[config.mk]
export PLATFORM = sky130hd
export DESIGN_NAME = lcp_div
export DESIGN_NICKNAME = d
export VERILOG_FILES = /design/src/rtl/lcp_div.sv
export SDC_FILE = /design/constraint.sdc
export NUM_CORES = 2
export LEC_CHECK = 0
export BUFFER_PORTS_ARGS = -buffer_cell sky130_fd_sc_hd__buf_4
export CAP_MARGIN = 20
export CORE_MARGIN = 3
export CORE_UTILIZATION = 65
export CTS_CLUSTER_SIZE = 8
export DETAILED_ROUTE_END_ITERATION = 6
export HOLD_SLACK_MARGIN = 0.06
export MAX_ROUTING_LAYER = met4
export PLACE_DENSITY = 0.93
export SLEW_MARGIN = 25
export SYNTH_ARGS = -nofsm -noshare
export SYNTH_HDL_FRONTEND = slang
export SYNTH_SLANG_ARGS = --single-unit
[constraint.sdc]
create_clock -name clk -period 8.1 [get_ports clk]
set_input_delay 0.405 -clock clk [delete_from_list [all_inputs] [get_ports clk]]
set_output_delay 0.405 -clock clk [all_outputs]
set_load 0.05 [all_outputs]
[src/rtl/lcp_div.sv]
`default_nettype none

// Pipelined restoring divider, one quotient bit per stage.
// Requires rem_i < div_i; quo_o gives the quotient of {rem_i, low_i} / div_i from the last stage register.
module lcp_div #(
  parameter int RW = 32,
  parameter int QW = 31
) (
  input  wire logic          clk,
  input  wire logic          en,
  input  wire logic [RW-1:0] rem_i,
  input  wire logic [QW-1:0] low_i,
  input  wire logic [RW-1:0] div_i,
  output logic      [QW-1:0] quo_o
);

  logic [RW-1:0] rem_r [QW];
  logic [QW-1:0] low_r [QW];
  logic [RW-1:0] div_r [QW];
  logic [QW-1:0] quo_r [QW];
  logic [RW-1:0] rem_nxt [QW];
  logic [QW-1:0] low_nxt [QW];
  logic [RW-1:0] div_nxt [QW];
  logic [QW-1:0] quo_nxt [QW];

  // one trial subtraction per stage
  always_comb begin
    logic [RW-1:0] rp;
    logic [QW-1:0] lp;
    logic [RW-1:0] dp;
    logic [QW-1:0] qp;
    logic [RW:0]   sh;
    logic          qb;
    for (int k = 0; k < QW; k++) begin
      if (k == 0) begin
        rp = rem_i;
        lp = low_i;
        dp = div_i;
        qp = '0;
      end else begin
        rp = rem_r[k-1];
        lp = low_r[k-1];
        dp = div_r[k-1];
        qp = quo_r[k-1];
      end
      sh = {rp, lp[QW-1]};
      qb = (sh >= {1'b0, dp});
      if (qb) begin
        rem_nxt[k] = RW'(sh - {1'b0, dp});
      end else begin
        rem_nxt[k] = sh[RW-1:0];
      end
      low_nxt[k] = {lp[QW-2:0], 1'b0};
      div_nxt[k] = dp;
      quo_nxt[k] = {qp[QW-2:0], qb};
    end
  end

  always_ff @(posedge clk) begin
    if (en) begin
      for (int k = 0; k < QW; k++) begin
        rem_r[k] <= rem_nxt[k];
        low_r[k] <= low_nxt[k];
        div_r[k] <= div_nxt[k];
        quo_r[k] <= quo_nxt[k];
      end
    end
  end

  assign quo_o = quo_r[QW-1];

endmodule

`default_nettype wire

==> metrics.txt <==
Ys Warns 0; Synth area leaders edfxtp_1 (57%), ha_1 (8.2%), inv_1 (3.1%), a21oi_1 (3.0%), xnor2_1 (2.7%); Vias/cell roughly 6.3; Post-CTS Setup Inserts 0; fin cells ~16,000; placed wire-length estimate roughly 240,000 µm; Layout area overhead 10.45%; fin crit share between 50% and 60%; commonest non-fill, non-tap cell in the layout edfxtp_1; Top FF cell, synth edfxtp_1; die height slightly below 500 µm; min cycle time layout 4836 ps; die area between 200,000 and 250,000 µm²; Cell Area, Placed about 150,000 µm²; gr ovfl total 0; Clock transition at path regs 50 ps; Core ar. around 230,000 µm²; Synth area leader edfxtp_1; critical path endpoint category flip-flop; total iterations of the first detailed-routing run 7; vias in the first global route approximately 100,000; layout cell share with drive strength beyond 1 under 10%; relative slew slack between 20% and 30%; post-synth top area share around 57%; final setup fails 0; clk_lat worst skew 1000 ps; total CTS buffers just over 400; drt drc 1; peak supply drop around 0.00029 V; startpoint class of the critical path flip-flop; Worst Hold Margin 155.6 ps; final antenna-violating net count 0; Hold Vio Cnt, Final 0; WP data required 8730 ps; clock root buffer clkbuf_16; first-pass GRT wire length 541,700 µm; design area roughly 170,000 µm²; Setup Skew 82.11 ps; Port Buffer Count ~130; WP data arrival between 5000 and 6000 ps; Setup CP Type flip-flop to flip-flop; status finished with violations; CTS resizes 0; Post-Syn Area 150,500 µm²; maximum buffer depth of the clock tree 4; Avg Cell Area, Syn about 12 µm²; hold path startpoint low_i[10]; synthesized flop and latch total a little under 3,000; R2R Path Start div_r[0][161]$_DFFE_PP_; Slew @ Worst Pin ~1100 ps; H-Tree Depth 5; register area share after synthesis 57.48%; max cap viols 0; Worst Setup SP div_r[0][161]$_DFFE_PP_; GRT Util Overall 29.79%; final WL 350,200 µm; largest net degree at the start of global routing 199; count of cell types in the netlist about 110; Slew Limit Fails 0; Placed Cells 15,400; Wirelength per Cell approximately 22 µm; most frequent cells in the layout edfxtp_1 (2,881), inv_1 (1,253), ha_1 (992); Crit Path Max Fanout 33; Starting Density 65.41%; ys async rst share 0%; I/O pin cnt between 100 and 150; P_leak ~67 nW; number of cell rows 176; DRT iter0 DRCs ~11,000; Syn Nets around 14,000; worst min-delay path category input port to flip-flop; die width between 400 and 500 µm; Sinks on Clock Net between 2,000 and 3,000; Final Util 72.24%; Peak Freq around 0.21 GHz; initial antenna violation count 11; Post-synth EDFFs 2,881; vias post-DR between 100k and 150k; PD cells ~420 nW/µm²; Nets around 14,000; failing checks design-rule violations; Placer Congestion slightly below 1; Post-Synthesis Cells between 10,000 and 15,000; Fin Setup TNS 0 ps; CTS tree done; RSZ-0062 raised after global routing false
worst max-delay path, cell delays in order, from the launching register on:
cell and delay [ps]:
edfxtp_1 600, inv_1 90, ha_1 330, nor2b_1 150
o31a_1 270, o21ai_2 210, a21oi_2 130, a221oi_4 320
o21ai_2 190, a211oi_2 330, a21oi_2 120, a2111oi_4 320
buf_4 630, mux2i_1 780
flip-flops by register name, summed over array words and instances, names as in the netlist:
signal	cells
low_r	465
rem_r	960
div_r	960
quo_r	496
area by class of cell:
class | instances | area, µm²
Timing Repair Buffer | 289 | 2665
Clock inverter | 15 | 177.7
Fill cell | 14800 | 63870
Antenna cell | 15 | 37.54
Tap cell | 3026 | 3786
Inverter | 1253 | 4703
Clock buffer | 419 | 10340
Multi-Input combinational cell | 8049 | 58030
Sequential cell | 2881 | 86510
cells in the mapped netlist (219+ instances only):
cell and count:
a21oi_1 904, clkbuf_1 229, nand2_1 843, mux2_2 348, a21o_1 518, xnor2_1 456
edfxtp_1 2881, ha_1 992, xor2_1 335, nand3_1 219, inv_1 1253, o21ai_0 750
nor2_1 633
path summary, 6_finish.rpt:
path / endpoint / slack, ps / depth (start not counted)
setup reg to reg: rem_r[0][192]$_DFFE_PP_ / 3260 / 13
hold / removal: low_r[0][10]$_DFFE_PP_ / 160 / 2
hold reg to reg: low_r[0][311]$_DFFE_PP_ / 380 / 0
setup / recovery: rem_r[0][192]$_DFFE_PP_ / 3260 / 13
logic make-up after synthesis:
kind of cell / Yosys count / share of synthesized area (%)
AND/OR/NAND/NOR: 2575 / 8.102
flip-flops: 2881 / 57.48
adder cells (fa/ha/maj): 1022 / 8.645
multiplexers: 468 / 3.600
XOR/XNOR: 791 / 4.603
buffers and inverters: 1567 / 4.052
AO/OA/AOI/OAI: 3193 / 13.52
stage by stage:
stage	total power (W)	setup WS, ps
2_1_floorplan	0.04596	4712
3_3_place_gp	0.05251	3656
3_5_place_dp	0.05335	3588
4_1_cts	0.06879	3527
5_1_grt	0.07314	3153
6_report	0.06935	3264
power breakdown:
part	total, W	internal (W)	switching [W]	leakage (nW)
logic	0.0305	0.0131	0.0174	33.9
registers	0.0241	0.0217	0.00243	28.2
clock network	0.0148	0.00886	0.00590	5.17
what timing repair did:
| action | 4_1_cts | 5_1_grt |
|---|---|---|
| setup endpoints to repair | 0 | 0 |
| hold buffers | 99 | 0 |
| hold endpoints to repair | 143 | 0 |
metal layers:
metal  track usage [%]  wire, µm  vias to the layer above
met4             11.91     14870                        0
li1                  -         -                    46760
met3             5.032     29920                      926
met2             46.52    165000                     4782
met1             39.19    140400                    48150
met5                 -         0                        -
(Power assumes the default switching activity.)
